### config.mk
export PLATFORM = sky130hd
export DESIGN_NAME = backslash_escape_decoder_flat
export DESIGN_NICKNAME = d
export VERILOG_FILES = /design/src/rtl/bsed_pkg.sv /design/src/rtl/bsed_channels.sv /design/src/rtl/bsed_step.sv /design/src/rtl/backslash_escape_decoder.sv /design/src/flat_wrapper.sv
export VERILOG_INCLUDE_DIRS = /design/src /design/src/rtl
export SDC_FILE = /design/constraint.sdc
export NUM_CORES = 1
export LEC_CHECK = 0
export BUFFER_PORTS_ARGS = -buffer_cell sky130_fd_sc_hd__buf_4
export CAP_MARGIN = 20
export CORE_MARGIN = 10
export CORE_UTILIZATION = 57
export DETAILED_ROUTE_END_ITERATION = 10
export GPL_TIMING_DRIVEN = 0
export PLACE_DENSITY = 0.77
export SKIP_LAST_GASP = 1
export SYNTH_ARGS = -nofsm -noshare
export SYNTH_HDL_FRONTEND = slang
export SYNTH_SLANG_ARGS = --single-unit
### constraint.sdc
create_clock -name clk -period 4.5 [get_ports clk]
set_input_delay 0.675 -clock clk [delete_from_list [all_inputs] [get_ports clk]]
set_output_delay 0.675 -clock clk [all_outputs]
set_load 0.005 [all_outputs]
### src/rtl/backslash_escape_decoder_assert.svh
// Assertion macros for the escape decoder.
// Each macro samples on clk and holds off while rst_n is low.
`ifndef BACKSLASH_ESCAPE_DECODER_ASSERT_SVH
`define BACKSLASH_ESCAPE_DECODER_ASSERT_SVH

`ifndef NO_ASSERTIONS

`define BSED_ASSERT_IMPL(label, ante, cons, msg) \
    label: assert property (@(posedge clk) disable iff (!rst_n) (ante) |-> (cons)) \
        else $error(msg);

`define BSED_ASSERT_NEXT(label, ante, cons, msg) \
    label: assert property (@(posedge clk) disable iff (!rst_n) (ante) |=> (cons)) \
        else $error(msg);

`else

`define BSED_ASSERT_IMPL(label, ante, cons, msg)

`define BSED_ASSERT_NEXT(label, ante, cons, msg)

`endif

`endif

### src/rtl/bsed_pkg.sv
package bsed_pkg;

    localparam int CODE_W = 21;
    localparam int MAX_RES = 3;

    typedef enum logic [1:0] {
        OP_CHAR = 2'd0,
        OP_ARG  = 2'd1,
        OP_END  = 2'd2
    } op_t;

    typedef enum logic [1:0] {
        REG_NEWLINE = 2'd0,
        REG_SPACE   = 2'd1,
        REG_ESCAPE  = 2'd2
    } reg_index_t;

    typedef enum logic [4:0] {
        PH_IDLE   = 5'b00001,
        PH_BS     = 5'b00010,
        PH_OCT    = 5'b00100,
        PH_XSTART = 5'b01000,
        PH_HEX    = 5'b10000
    } esc_phase_t;

    localparam logic [CODE_W-1:0] CH_NUL       = 21'h00;
    localparam logic [CODE_W-1:0] CH_NEWLINE   = 21'h0A;
    localparam logic [CODE_W-1:0] CH_SPACE     = 21'h20;
    localparam logic [CODE_W-1:0] CH_ZERO      = 21'h30;
    localparam logic [CODE_W-1:0] CH_SEVEN     = 21'h37;
    localparam logic [CODE_W-1:0] CH_NINE      = 21'h39;
    localparam logic [CODE_W-1:0] CH_UPPER_A   = 21'h41;
    localparam logic [CODE_W-1:0] CH_UPPER_F   = 21'h46;
    localparam logic [CODE_W-1:0] CH_BACKSLASH = 21'h5C;
    localparam logic [CODE_W-1:0] CH_LOWER_A   = 21'h61;
    localparam logic [CODE_W-1:0] CH_LOWER_B   = 21'h62;
    localparam logic [CODE_W-1:0] CH_LOWER_C   = 21'h63;
    localparam logic [CODE_W-1:0] CH_LOWER_E   = 21'h65;
    localparam logic [CODE_W-1:0] CH_LOWER_F   = 21'h66;
    localparam logic [CODE_W-1:0] CH_LOWER_N   = 21'h6E;
    localparam logic [CODE_W-1:0] CH_LOWER_R   = 21'h72;
    localparam logic [CODE_W-1:0] CH_LOWER_T   = 21'h74;
    localparam logic [CODE_W-1:0] CH_LOWER_V   = 21'h76;
    localparam logic [CODE_W-1:0] CH_LOWER_X   = 21'h78;

    localparam logic [CODE_W-1:0] CODE_BEL = 21'h07;
    localparam logic [CODE_W-1:0] CODE_BS  = 21'h08;
    localparam logic [CODE_W-1:0] CODE_TAB = 21'h09;
    localparam logic [CODE_W-1:0] CODE_VT  = 21'h0B;
    localparam logic [CODE_W-1:0] CODE_FF  = 21'h0C;
    localparam logic [CODE_W-1:0] CODE_CR  = 21'h0D;
    localparam logic [CODE_W-1:0] CODE_ESC = 21'h1B;

    localparam logic [2:0] LIMIT_OCT_ZERO = 3'd4;
    localparam logic [2:0] LIMIT_OCT      = 3'd3;
    localparam logic [2:0] LIMIT_HEX      = 3'd2;

    typedef struct packed {
        logic newline_en;
        logic space_en;
        logic escape_en;
    } cfg_t;

    typedef struct packed {
        esc_phase_t  phase;
        logic [7:0]  value;
        logic [2:0]  taken;
        logic [2:0]  limit;
        logic        stopped;
        logic        seen;
    } cmd_state_t;

    typedef struct packed {
        logic [CODE_W-1:0] value;
        logic              raw;
    } res_t;

    // {valid, digit}; hex selects base 16, else base 8
    function automatic logic [4:0] digit_of(logic [CODE_W-1:0] c, logic hex);
        logic [CODE_W-1:0] diff;
        logic              ok;
        diff = '0;
        ok   = 1'b0;
        if (c inside {[CH_ZERO:CH_NINE]})
        begin
            diff = c - CH_ZERO;
            ok   = hex || (c <= CH_SEVEN);
        end
        else if (c inside {[CH_LOWER_A:CH_LOWER_F]})
        begin
            diff = c - CH_LOWER_A + 21'd10;
            ok   = hex;
        end
        else if (c inside {[CH_UPPER_A:CH_UPPER_F]})
        begin
            diff = c - CH_UPPER_A + 21'd10;
            ok   = hex;
        end
        return {ok, diff[3:0]};
    endfunction

    // {valid, code} for single-letter escapes
    function automatic logic [CODE_W:0] simple_escape(logic [CODE_W-1:0] c);
        logic [CODE_W:0] r;
        case (c)
            CH_LOWER_A:   r = {1'b1, CODE_BEL};
            CH_LOWER_B:   r = {1'b1, CODE_BS};
            CH_LOWER_E:   r = {1'b1, CODE_ESC};
            CH_LOWER_F:   r = {1'b1, CODE_FF};
            CH_LOWER_N:   r = {1'b1, CH_NEWLINE};
            CH_LOWER_R:   r = {1'b1, CODE_CR};
            CH_LOWER_T:   r = {1'b1, CODE_TAB};
            CH_LOWER_V:   r = {1'b1, CODE_VT};
            CH_BACKSLASH: r = {1'b1, CH_BACKSLASH};
            default:      r = {1'b0, CH_NUL};
        endcase
        return r;
    endfunction

endpackage

### src/rtl/bsed_channels.sv
interface bsed_in_if;
    import bsed_pkg::*;

    logic              valid;
    logic              ready;
    logic [1:0]        operation;
    logic [CODE_W-1:0] char_code;

    modport source (output valid, output operation, output char_code, input ready);
    modport sink (input valid, input operation, input char_code, output ready);
endinterface

interface bsed_out_if;
    import bsed_pkg::*;

    logic              valid;
    logic              ready;
    logic [CODE_W-1:0] out_value;
    logic              raw_byte;
    logic              last;

    modport source (output valid, output out_value, output raw_byte, output last,
                    input ready);
    modport sink (input valid, input out_value, input raw_byte, input last,
                  output ready);
endinterface

### src/rtl/bsed_step.sv
module bsed_step
    import bsed_pkg::*;
(
    input  cmd_state_t        st,
    input  cfg_t              cfg,
    input  logic [1:0]        op,
    input  logic [CODE_W-1:0] chr,
    output cmd_state_t        st_next,
    output logic [1:0]        res_count,
    output res_t [2:0]        res
);

    logic [4:0]        dg_oct;
    logic [4:0]        dg_hex;
    logic [CODE_W:0]   simple;
    logic [1:0]        fl_n;
    res_t              fl0;
    res_t              fl1;
    logic              is_hex;
    logic [4:0]        dg;
    logic [7:0]        new_value;
    logic [2:0]        new_taken;
    cmd_state_t        ns;
    logic [1:0]        n;

    assign dg_oct = digit_of(chr, 1'b0);
    assign dg_hex = digit_of(chr, 1'b1);
    assign simple = simple_escape(chr);

    // what a pending escape turns into when cut short
    always_comb
    begin
        fl_n = 2'd0;
        fl0  = '{value: CH_BACKSLASH, raw: 1'b0};
        fl1  = '{value: CH_LOWER_X, raw: 1'b0};
        case (st.phase)
            PH_BS:     fl_n = 2'd1;
            PH_XSTART: fl_n = 2'd2;
            PH_OCT, PH_HEX:
            begin
                fl_n = 2'd1;
                fl0  = '{value: {13'd0, st.value}, raw: 1'b1};
            end
            default:   fl_n = 2'd0;
        endcase
    end

    always_comb
    begin
        ns        = st;
        n         = 2'd0;
        res       = '0;
        is_hex    = (st.phase == PH_HEX);
        dg        = is_hex ? dg_hex : dg_oct;
        new_value = is_hex ? ({st.value[3:0], 4'd0} + {4'd0, dg[3:0]})
                           : ({st.value[4:0], 3'd0} + {4'd0, dg[3:0]});
        new_taken = st.taken + 3'd1;
        case (op)
            OP_CHAR:
            begin
                if (!st.stopped)
                begin
                    case (st.phase)
                        PH_BS:
                        begin
                            ns.phase = PH_IDLE;
                            if (simple[CODE_W])
                            begin
                                res[0] = '{value: simple[CODE_W-1:0], raw: 1'b0};
                                n      = 2'd1;
                            end
                            else if (chr == CH_LOWER_C)
                            begin
                                ns.stopped = 1'b1;
                            end
                            else if (chr == CH_LOWER_X)
                            begin
                                ns.phase = PH_XSTART;
                            end
                            else if (dg_oct[4])
                            begin
                                ns.phase = PH_OCT;
                                ns.value = {4'd0, dg_oct[3:0]};
                                ns.taken = 3'd1;
                                ns.limit = (chr == CH_ZERO) ? LIMIT_OCT_ZERO : LIMIT_OCT;
                            end
                            else
                            begin
                                res[0] = '{value: CH_BACKSLASH, raw: 1'b0};
                                n      = 2'd1;
                                if (cfg.escape_en && chr == CH_BACKSLASH)
                                begin
                                    ns.phase = PH_BS;
                                end
                                else
                                begin
                                    res[n] = '{value: chr, raw: 1'b0};
                                    n      = n + 2'd1;
                                end
                            end
                        end
                        PH_OCT, PH_HEX, PH_XSTART:
                        begin
                            if (st.phase == PH_XSTART && dg_hex[4])
                            begin
                                ns.phase = PH_HEX;
                                ns.value = {4'd0, dg_hex[3:0]};
                                ns.taken = 3'd1;
                                ns.limit = LIMIT_HEX;
                            end
                            else if (st.phase != PH_XSTART && dg[4] && st.taken < st.limit)
                            begin
                                if (new_taken >= st.limit)
                                begin
                                    res[0]   = '{value: {13'd0, new_value}, raw: 1'b1};
                                    n        = 2'd1;
                                    ns.phase = PH_IDLE;
                                    ns.value = 8'd0;
                                    ns.taken = 3'd0;
                                    ns.limit = 3'd0;
                                end
                                else
                                begin
                                    ns.value = new_value;
                                    ns.taken = new_taken;
                                end
                            end
                            else
                            begin
                                res[0]   = fl0;
                                res[1]   = fl1;
                                n        = fl_n;
                                ns.phase = PH_IDLE;
                                ns.value = 8'd0;
                                ns.taken = 3'd0;
                                ns.limit = 3'd0;
                                if (cfg.escape_en && chr == CH_BACKSLASH)
                                begin
                                    ns.phase = PH_BS;
                                end
                                else
                                begin
                                    res[n] = '{value: chr, raw: 1'b0};
                                    n      = n + 2'd1;
                                end
                            end
                        end
                        default:
                        begin
                            ns.phase = PH_IDLE;
                            if (cfg.escape_en && chr == CH_BACKSLASH)
                            begin
                                ns.phase = PH_BS;
                            end
                            else
                            begin
                                res[0] = '{value: chr, raw: 1'b0};
                                n      = 2'd1;
                            end
                        end
                    endcase
                end
            end
            OP_ARG:
            begin
                if (!st.stopped)
                begin
                    res[0]   = fl0;
                    res[1]   = fl1;
                    n        = fl_n;
                    ns.phase = PH_IDLE;
                    ns.value = 8'd0;
                    ns.taken = 3'd0;
                    ns.limit = 3'd0;
                    if (st.seen && cfg.space_en)
                    begin
                        res[n] = '{value: CH_SPACE, raw: 1'b0};
                        n      = n + 2'd1;
                    end
                    ns.seen = 1'b1;
                end
            end
            OP_END:
            begin
                if (!st.stopped)
                begin
                    res[0] = fl0;
                    res[1] = fl1;
                    n      = fl_n;
                    if (cfg.newline_en)
                    begin
                        res[n] = '{value: CH_NEWLINE, raw: 1'b0};
                        n      = n + 2'd1;
                    end
                end
                ns = '{phase: PH_IDLE, value: 8'd0, taken: 3'd0, limit: 3'd0,
                       stopped: 1'b0, seen: 1'b0};
            end
            default:
            begin
                ns = st;
            end
        endcase
        st_next   = ns;
        res_count = n;
    end

endmodule

### src/rtl/backslash_escape_decoder.sv
// channel   | dir | payload                          | handshake
// ----------+-----+----------------------------------+-------------------
// items     | in  | operation, char_code             | valid / ready
// chars     | out | out_value, raw_byte, last        | valid / ready
// cfg       | in  | cfg_write_en, cfg_index, cfg_data | write only
//
// One item per cycle while the buffer has room; items pass a holding stage to the buffer.
// Two or three characters from one item hold the next item back until the last is taken.
// The result buffer drains one character per cycle while ready; items stall only behind it.
// Reset clears the command state and loads newline and space on, escapes off.
`include "backslash_escape_decoder_assert.svh"

module backslash_escape_decoder
    import bsed_pkg::*;
(
    input  logic       clk,
    input  logic       rst_n,
    bsed_in_if.sink    items,
    bsed_out_if.source chars,
    input  logic       cfg_write_en,
    input  logic [1:0] cfg_index,
    input  logic [0:0] cfg_data
);

    cfg_t              cfg_reg;
    logic              s1_valid_reg;
    logic              s1_valid_next;
    logic [1:0]        s1_op_reg;
    logic [CODE_W-1:0] s1_char_reg;
    cmd_state_t        st_reg;
    cmd_state_t        st_next;
    logic [1:0]        rem_reg;
    logic [1:0]        rem_next;
    res_t [2:0]        slot_reg;
    res_t [2:0]        slot_next;
    logic [1:0]        res_count;
    res_t [2:0]        res;
    logic              buf_free;
    logic              load;
    logic              in_xfer;
    logic              out_xfer;

    bsed_step u_step (
        .st        (st_reg),
        .cfg       (cfg_reg),
        .op        (s1_op_reg),
        .chr       (s1_char_reg),
        .st_next   (st_next),
        .res_count (res_count),
        .res       (res)
    );

    assign out_xfer     = chars.valid && chars.ready;
    assign buf_free     = (rem_reg == 2'd0) || (rem_reg == 2'd1 && chars.ready);
    assign load         = s1_valid_reg && buf_free;
    assign items.ready  = !s1_valid_reg || load;
    assign in_xfer      = items.valid && items.ready;

    assign chars.valid     = (rem_reg != 2'd0);
    assign chars.out_value = slot_reg[0].value;
    assign chars.raw_byte  = slot_reg[0].raw;
    assign chars.last      = (rem_reg == 2'd1);

    always_comb
    begin
        s1_valid_next = s1_valid_reg;
        if (in_xfer)
        begin
            s1_valid_next = 1'b1;
        end
        else if (load)
        begin
            s1_valid_next = 1'b0;
        end
    end

    // load a fresh result set, or advance the queue by one
    always_comb
    begin
        rem_next  = rem_reg;
        slot_next = slot_reg;
        if (load)
        begin
            rem_next  = res_count;
            slot_next = res;
        end
        else if (out_xfer)
        begin
            rem_next  = rem_reg - 2'd1;
            slot_next = {slot_reg[2], slot_reg[2], slot_reg[1]};
        end
    end

    always_ff @(posedge clk or negedge rst_n)
    begin
        if (!rst_n)
        begin
            cfg_reg      <= '{newline_en: 1'b1, space_en: 1'b1, escape_en: 1'b0};
            s1_valid_reg <= 1'b0;
            rem_reg      <= 2'd0;
            st_reg       <= '{phase: PH_IDLE, value: 8'd0, taken: 3'd0, limit: 3'd0,
                              stopped: 1'b0, seen: 1'b0};
        end
        else
        begin
            s1_valid_reg <= s1_valid_next;
            rem_reg      <= rem_next;
            if (load)
            begin
                st_reg <= st_next;
            end
            if (cfg_write_en)
            begin
                case (cfg_index)
                    REG_NEWLINE: cfg_reg.newline_en <= cfg_data[0];
                    REG_SPACE:   cfg_reg.space_en   <= cfg_data[0];
                    REG_ESCAPE:  cfg_reg.escape_en  <= cfg_data[0];
                    default:     cfg_reg            <= cfg_reg;
                endcase
            end
        end
    end

    always_ff @(posedge clk)
    begin
        if (in_xfer)
        begin
            s1_op_reg   <= items.operation;
            s1_char_reg <= items.char_code;
        end
        slot_reg <= slot_next;
    end

    `BSED_ASSERT_IMPL(a_stopped_silent, load && st_reg.stopped, res_count == 2'd0, "output while stopped")
    `BSED_ASSERT_NEXT(a_drain_empty, out_xfer && chars.last && !load, !chars.valid, "stale result after last")
    `BSED_ASSERT_NEXT(a_hold_item, s1_valid_reg && !load, s1_valid_reg && $stable(s1_char_reg), "held item lost")
    `BSED_ASSERT_NEXT(a_end_clears, load && s1_op_reg == OP_END, !st_reg.stopped && !st_reg.seen, "command state kept")

endmodule

### src/flat_wrapper.sv
// flat-port wrapper written by rule: the top's interface ports become plain ports
module backslash_escape_decoder_flat import bsed_pkg::*;
  (clk, rst_n, cfg_write_en, cfg_index, cfg_data, items_valid, items_operation, items_char_code, items_ready, chars_valid, chars_out_value, chars_raw_byte, chars_last, chars_ready);
  bsed_in_if items_i ();
  bsed_out_if chars_i ();
  input  logic clk;
  input  logic rst_n;
  input  logic cfg_write_en;
  input  logic [1:0] cfg_index;
  input  logic [0:0] cfg_data;
  input wire logic [$bits(items_i.valid)-1:0] items_valid;
  input wire logic [$bits(items_i.operation)-1:0] items_operation;
  input wire logic [$bits(items_i.char_code)-1:0] items_char_code;
  output wire logic [$bits(items_i.ready)-1:0] items_ready;
  output wire logic [$bits(chars_i.valid)-1:0] chars_valid;
  output wire logic [$bits(chars_i.out_value)-1:0] chars_out_value;
  output wire logic [$bits(chars_i.raw_byte)-1:0] chars_raw_byte;
  output wire logic [$bits(chars_i.last)-1:0] chars_last;
  input wire logic [$bits(chars_i.ready)-1:0] chars_ready;
  assign items_i.valid = items_valid;
  assign items_i.operation = items_operation;
  assign items_i.char_code = items_char_code;
  assign items_ready = items_i.ready;
  assign chars_valid = chars_i.valid;
  assign chars_out_value = chars_i.out_value;
  assign chars_raw_byte = chars_i.raw_byte;
  assign chars_last = chars_i.last;
  assign chars_i.ready = chars_ready;
  backslash_escape_decoder u_core (.clk(clk), .rst_n(rst_n), .items(items_i), .chars(chars_i), .cfg_write_en(cfg_write_en), .cfg_index(cfg_index), .cfg_data(cfg_data));
endmodule
==> reports/results.tsv, run 1 <==
metric	value	unit
outcome	completed	
layout net count	754	
NetSw	1570	uW
final setup fails	0	
grt total ovfl	0	
Gate Count Post-Synth	625	
share of post-route cells with drive strength above 1	21.6	%
num ports	56	
number of global-route vias before repair	5619	
DP Wirelength	15000	um
CP most frequent cell	ha_1	
routed via count	5765	
critical path required time	4650	ps
synth warn	0	
most frequent cells in the layout	87 x edfxtp_1, 80 x buf_4, 41 x a21oi_1	
static leakage	0.00320	uW
Num CTS Buffers	17	
placement row count	39	
die width	129	um
most common library cell in the layout ignoring fill and taps	edfxtp_1	
final hold violation count	0	
clk_lat worst skew	420	ps
Die ar.	16600	um2
Reg clk slew, reported paths	50	ps
Crit Path Category	reg -> reg	
final setup skew	6.52	ps
pwr dens	595	nW/um2
first-pass GRT wire length	31700	um
Yosys cell types	82	
largest net degree at the start of global routing	48	
Synth Net Count	679	
WP data arrival	4290	ps
critical path's slowest cell	edfxtp_1	
Slew headroom	29.6	%
share of flip-flops with an asynchronous set or reset	23.7	%
fin. max-slew vios	0	
Finished Layout Cells	856	
P_int	3160	uW
DRC	0	
clock share of power	28.4	%
cts repair resizes	0	
gpl congestion	0.938	
number of port buffers	55	
vias per cell	6.73	
gr usage total	25.1	%
register area share after synthesis	48.8	%
Synth top area share	38.7	%
fin crit period	4150	ps
area leader, netlist	edfxtp_1	
Ant. Diodes	0	
Sink Count	114	
hold crit path type	in -> async	
CP Capture Type	register	
Max Root-Sink Buffers	2	
Chip Height	129	um
register share of total power	38.8	%
synthesized cell area	6750	um2
FMAX	241	MHz
Syn Area/Cell	10.8	um2
Sum Neg Setup Slack	0	ps
cts hold-fix bufs	0	
max reg flops	42	
Post-CTS Setup Bufs	0	
Setup crit start kind	register	
Max Cap Violations	0	
placed instance count	824	
DRT iter0 DRCs	849	
Avg WL per Cell	23.9	um
CTS tree	done	
Period Utilization, post-route	92.1	%
htree depth	4	
peak supply drop	408	uV
worst-path fanout max	10	
Area Overhead vs Synth	17.7	%
Synth Flop Type	edfxtp_1	
EDFF count, synth	87	
routed wire length	20500	um
initial core utilization	58.6	%
crit path cell chain	ha_1 > o21bai_1 > a21oi_1 > a2111oi_4 > buf_6 > a22o_1 > ha_1 > ha_1 > mux2_2 > nand2_1 > mux2i_1 > a221oi_1 > o31ai_1	
antenna viol nets, final	0	
worst slew pin tran	1060	ps
combinational share of power	32.8	%
CTS root buf	clkbuf_16	
unrepaired setup endpoints after global routing	false	
register bit total from synthesis	114	
initial antenna violation count	0	
Area contributors post-synth	edfxtp_1 39%, dfrtp_1 8.9%, a22o_1 5.1%	
TritonRoute pass-1 iters	6	
Switching Fraction	33.2	%
CP peak stage delay	730	ps
Core Footprint	11500	um2
-- layer usage --
layer / share of wire [%] / wire, um / vias to the layer above / GRT usage [%]
met5: 0 / 0 / - / 0
met4: 2.4 / 485 / 0 / 8.90
met1: 42 / 8510 / 2806 / 33.4
met3: 11 / 2310 / 41 / 8.54
met2: 45 / 9180 / 378 / 37.3
li1: - / - / 2540 / -
-- layout make-up --
| cell class | count | area (um2) |
|---|---|---|
| Fill cell | 849 | 3570 |
| Sequential cell | 114 | 3290 |
| Multi-Input combinational cell | 427 | 3040 |
| Clock buffer | 17 | 425 |
| Timing Repair Buffer | 56 | 420 |
| Buffer | 61 | 342 |
| Tap cell | 143 | 179 |
| Clock inverter | 15 | 165 |
| Inverter | 23 | 86.3 |
-- synth_stat cells, types with 6 or more instances --
| library cell | count |
|---|---|
| a21o_1 | 7 |
| a21oi_1 | 41 |
| a22o_1 | 39 |
| and3_1 | 21 |
| buf_2 | 12 |
| buf_4 | 24 |
| clkbuf_1 | 24 |
| dfrtp_1 | 24 |
| edfxtp_1 | 87 |
| ha_1 | 23 |
| inv_1 | 22 |
| mux2_2 | 6 |
| nand2_1 | 38 |
| nand3_1 | 24 |
| nor2_1 | 37 |
| nor2b_1 | 13 |
| nor3_1 | 8 |
| o211ai_1 | 6 |
| o21ai_0 | 23 |
| o21ai_1 | 7 |
| o31ai_1 | 9 |
-- worst max-delay path: cells and delay by family, from the launching register on --
family,cells,cell delay [ps]
and+or+nand+nor,1,80
adders and majority gates,3,910
AOI/OAI and AO/OA,6,1570
buffers and inverters,1,220
muxes,2,370
DFF,1,730
-- worst paths after layout --
| kind | slack, ps | from | depth (start not counted) | end |
|---|---|---|---|---|
| worst max-delay path | 350 | u_core.s1_char_reg[0] | 13 | u_core.chars.out_value[4] |
| min in group clk | 430 | items_char_code[13] | 1 | u_core.s1_char_reg[13] |
| worst min register to register | 500 | u_core.st_reg[4] | 1 | u_core.st_reg[4] |
| worst max register to register | 350 | u_core.s1_char_reg[0] | 13 | u_core.chars.out_value[4] |
| worst min-delay path | 180 | rst_n | 1 | u_core.st_reg[0] |
| max in group asynchronous | 4000 | rst_n | 1 | u_core.st_reg[16] |
-- power groups by stage --
stage	Clock, uW	Combinational, uW	Sequential, uW
finish	1340	1550	1840
global route	1410	1680	1870
CTS	1350	1540	1830
detailed placement	0	1520	1850
global placement	0	1480	1820
floorplan	0	1010	1760
-- cell families after synthesis --
kind of cell               share of synthesized area (%)
AOI/OAI and AO/OA                                   22.4
and+or+nand+nor                                     16.1
DFF                                                 48.8
buffers and inverters                               6.34
adders and majority gates                           4.26
muxes                                               1.59
xor gates and xnor gates                           0.519
-- through the flow --
stage               cell area (um2)  power, uW  worst slack (ps)  utilization, %  hold slack [ps]
floorplan                      6750       2770              1320               -              379
global placement               7340       3300               587            63.7              489
detailed placement             7350       3370               568            63.9              495
global route                   7950       4950               294            69.0              196
finish                         7950       4730               354            69.0              185
CTS                            7950       4720               484            69.0              185
No activity file was read; power rests on OpenSTA's default activity.
==> run 2: changes to the inputs <==
Settings changed: RECOVER_POWER set to 100.
==> reports/results.tsv, run 2 (synthesis gave the netlist of run 1 again) <==
metric	value	unit
outcome	finished, violations left	
failing checks	max-capacitance violations, max-slew violations	
clk_lat worst skew	420	ps
final setup fails	0	
peak supply drop	405	uV
gr usage total	25.1	%
Ant. Diodes	0	
post-route setup slack	245	ps
number of global-route vias before repair	5619	
multi-input logic area	2990	um2
Max Root-Sink Buffers	2	
most frequent cells in the layout	87 x edfxtp_1, 47 x clkbuf_4, 43 x a21oi_1	
gpl congestion	0.938	
Period Utilization, post-route	94.6	%
DP Wirelength	15000	um
most common library cell in the layout ignoring fill and taps	edfxtp_1	
Reg clk slew, reported paths	50	ps
Sum Neg Setup Slack	0	ps
number of port buffers	55	
worst-path fanout max	10	
max reg flops	42	
grt total ovfl	0	
Post-DP Area	7350	um2
Sink Count	114	
placement row count	39	
hold crit path type	in -> reg	
Num CTS Buffers	17	
Core Footprint	11500	um2
DRT iter0 DRCs	776	
fin crit period	4250	ps
cts hold-fix bufs	0	
Fill cells	866	
Avg WL per Cell	24.0	um
routed via count	5746	
initial antenna violation count	0	
first-pass GRT wire length	31700	um
Setup crit start kind	register	
vias per cell	6.71	
cts repair resizes	0	
num ports	56	
antenna viol nets, final	0	
FMAX	235	MHz
Area Overhead vs Synth	16.7	%
routed wire length	20500	um
share of post-route cells with drive strength above 1	19.2	%
final setup skew	8.58	ps
fin. max-slew vios	76	
DRC	0	
TritonRoute pass-1 iters	6	
htree depth	4	
WP data arrival	4620	ps
post-route cell area	7880	um2
die width	129	um
unrepaired setup endpoints after global routing	false	
critical path required time	4860	ps
Die ar.	16600	um2
CTS tree	done	
Crit Path Category	reg -> reg	
worst slew pin tran	1850	ps
initial core utilization	58.6	%
CTS root buf	clkbuf_16	
Max Cap Violations	2	
CP Capture Type	register	
dpl ws	568	ps
Post-CTS Setup Bufs	0	
Slew headroom	-23.0	%
static leakage	0.00314	uW
layout net count	754	
largest net degree at the start of global routing	48	
Chip Height	129	um
final hold violation count	0	
pwr dens	596	nW/um2
FF+latch area	3290	um2
[run 2: layout make-up]
| cell class | count | share of cell area (%) |
|---|---|---|
| flip-flops and latches | 114 | 41.8 |
| repair buffers | 56 | 5.15 |
| inverters | 23 | 1.10 |
| well taps | 143 | 2.27 |
| plain buffers | 61 | 4.19 |
| clock buffers | 17 | 5.40 |
| clock inverters | 15 | 2.10 |
| multi-input cells | 427 | 38.0 |
[run 2: report_power, final]
part           switching [uW]  internal, uW
Combinational             882           636
Clock                     480           862
Sequential                194          1640
[run 2: final timing paths]
| kind | start | to | slack (ps) | cells past startpoint |
|---|---|---|---|---|
| min reg2reg | u_core.st_reg[4] | u_core.st_reg[4] | 500 | 1 |
| max reg2reg | u_core.s1_char_reg[0] | u_core.st_reg[17] | 250 | 9 |
| min | items_char_code[13] | u_core.s1_char_reg[13] | 450 | 1 |
| max | u_core.s1_char_reg[0] | u_core.st_reg[17] | 250 | 9 |
| max in group asynchronous | rst_n | u_core.st_reg[14] | 2900 | 1 |
| min in group asynchronous | rst_n | u_core.st_reg[19] | 660 | 1 |
[run 2: metrics by stage]
stage | hold slack, ps | util, % | total power, uW | instances
floorplan | 379 | - | 2770 | 625
global placement | 489 | 63.7 | 3300 | 823
detailed placement | 495 | 63.9 | 3370 | 824
CTS | 185 | 69.0 | 4720 | 856
global route | 433 | 68.4 | 4920 | 856
finish | 445 | 68.4 | 4690 | 856
[run 2: worst max-delay path, stage by stage (launching register included)]
cell and delay (ps):
edfxtp_1 640, ha_1 380, a2111oi_0 670, nor4_1 180, clkbuf_1 320, o211ai_1 470
clkbuf_1 480, a21oi_1 210, a2111oi_0 700, a21o_1 150
[run 2: metal layers]
| layer | vias up | wire (um) | track usage, % |
|---|---|---|---|
| met5 | - | 0 | 0 |
| met4 | 0 | 512 | 8.90 |
| met3 | 42 | 2220 | 8.54 |
| met2 | 346 | 9180 | 37.3 |
| met1 | 2813 | 8610 | 33.4 |
| li1 | 2545 | - | - |
==> run 3: changes to the inputs <==
--- a/constraint.sdc
+++ b/constraint.sdc
@@ -3,2 +3,2 @@
 set_output_delay 0.675 -clock clk [all_outputs]
-set_load 0.005 [all_outputs]
+set_load 0.1 [all_outputs]
==> reports/results.tsv, run 3 (synthesis gave the netlist of run 1 again) <==
metric	value	unit
Switching Fraction	43.9	%
first-pass GRT wire length	31700	um
most common library cell in the layout ignoring fill and taps	edfxtp_1	
initial core utilization	58.6	%
pwr dens	701	nW/um2
fin. max-slew vios	76	
number of port buffers	55	
number of global-route vias before repair	5619	
worst-path fanout max	10	
gpl congestion	0.938	
Sink Count	114	
share of post-route cells with drive strength above 1	15.8	%
Max Root-Sink Buffers	2	
FMAX	235	MHz
dpl ws	568	ps
Avg WL per Cell	24.1	um
Area Overhead vs Synth	15.4	%
Reg clk slew, reported paths	50	ps
Die ar.	16600	um2
max reg flops	42	
Chip Height	129	um
WP data arrival	4630	ps
Core Footprint	11500	um2
final setup fails	0	
antenna viol nets, final	0	
peak supply drop	440	uV
final setup skew	11.4	ps
layout net count	754	
P_int	3060	uW
Ant. Diodes	0	
worst hold slack	442	ps
most frequent cells in the layout	87 x edfxtp_1, 57 x clkbuf_1, 43 x a21oi_1	
Most Used Layer, Global Route	met2	
Num CTS Buffers	17	
Slew headroom	-22.2	%
Hold Path Stages	1	
gr usage total	25.1	%
Crit Path Category	reg -> reg	
worst r2r path cells	9	
outcome	finished, violations left	
register share of total power	33.7	%
grt total ovfl	0	
Post-CTS Setup Bufs	0	
hold crit path type	in -> reg	
largest net degree at the start of global routing	48	
DRC	0	
CTS tree	done	
clk_lat worst skew	430	ps
final core utilization	67.6	%
met1 usage	33.4	%
worst slew pin tran	1830	ps
Max Cap Violations	2	
routed via count	5789	
fin crit period	4260	ps
GR Util met3	8.54	%
DRT iter0 DRCs	799	
routed wire length	20600	um
num ports	56	
die width	129	um
failing checks	max-capacitance violations, max-slew violations	
clock share of power	24.7	%
cts hold-fix bufs	0	
vias per cell	6.76	
static leakage	0.00305	uW
Period Utilization, post-route	94.7	%
combinational share of power	41.6	%
Sum Neg Setup Slack	0	ps
initial antenna violation count	0	
Fill cells	901	
htree depth	4	
final hold violation count	0	
NetSw	2390	uW
Setup crit start kind	register	
CTS root buf	clkbuf_16	
GR Util met2	37.3	%
post-route setup slack	236	ps
critical path required time	4860	ps
TritonRoute pass-1 iters	6	
CP Capture Type	register	
DP Wirelength	15000	um
cts repair resizes	0	
placement row count	39	
unrepaired setup endpoints after global routing	false	
==> run 3: changes by cell type in the layout (fill, tap and decap cells not counted) <==
cell	previous run	this run
clkbuf_1	33	57
clkbuf_4	47	23
==> run 3: metal layers <==
metal  wire, um  part of all wire (%)  up-vias
li1           -                     -     2544
met1       8420                    41     2800
met2       9160                    44      391
met3       2460                    12       54
met4        585                   2.8        0
met5          0                     0        -
==> run 3: cell type report <==
cell class,count,area (um2),share of cell area (%)
buffer,61,330,4.24
clock buffer,17,425,5.46
clock inverter,15,165,2.12
inverter,23,86.3,1.11
multi-input combinational,427,2990,38.4
sequential,114,3290,42.3
tap,143,179,2.30
timing repair buffer,56,315,4.05
==> run 3: through the flow <==
| step | cell area, um2 | power (uW) | std cells |
|---|---|---|---|
| finish | 7780 | 5460 | 856 |
| global route | 7780 | 5670 | 856 |
| CTS | 7950 | 5560 | 856 |
| detailed placement | 7350 | 4210 | 824 |
| global placement | 7340 | 4140 | 823 |
| floorplan | 6750 | 3610 | 625 |
==> run 3: final timing paths <==
| kind | from | end | slack [ps] |
|---|---|---|---|
| min in group asynchronous | rst_n | u_core.st_reg[19] | 650 |
| max in group asynchronous | rst_n | u_core.st_reg[14] | 2910 |
| worst max-delay path | u_core.s1_char_reg[0] | u_core.st_reg[17] | 240 |
| worst min register to register | u_core.st_reg[4] | u_core.st_reg[4] | 500 |
| worst min-delay path | items_char_code[14] | u_core.s1_char_reg[14] | 440 |
| worst max register to register | u_core.s1_char_reg[0] | u_core.st_reg[17] | 240 |
==> run 3: power groups by stage <==
stage / registers, uW / logic [uW] / clock network, uW
finish: 1840 / 2270 / 1350
global route: 1870 / 2390 / 1410
CTS: 1830 / 2380 / 1350
detailed placement: 1850 / 2360 / 0
global placement: 1820 / 2320 / 0
floorplan: 1780 / 1830 / 0
==> run 3: critical path, stage by stage, from the launching register on <==
cell and delay [ps]:
edfxtp_1 650, ha_1 380, a2111oi_0 670, nor4_1 180, clkbuf_1 320, o211ai_1 460
clkbuf_1 480, a21oi_1 200, a2111oi_0 710, a21o_1 150
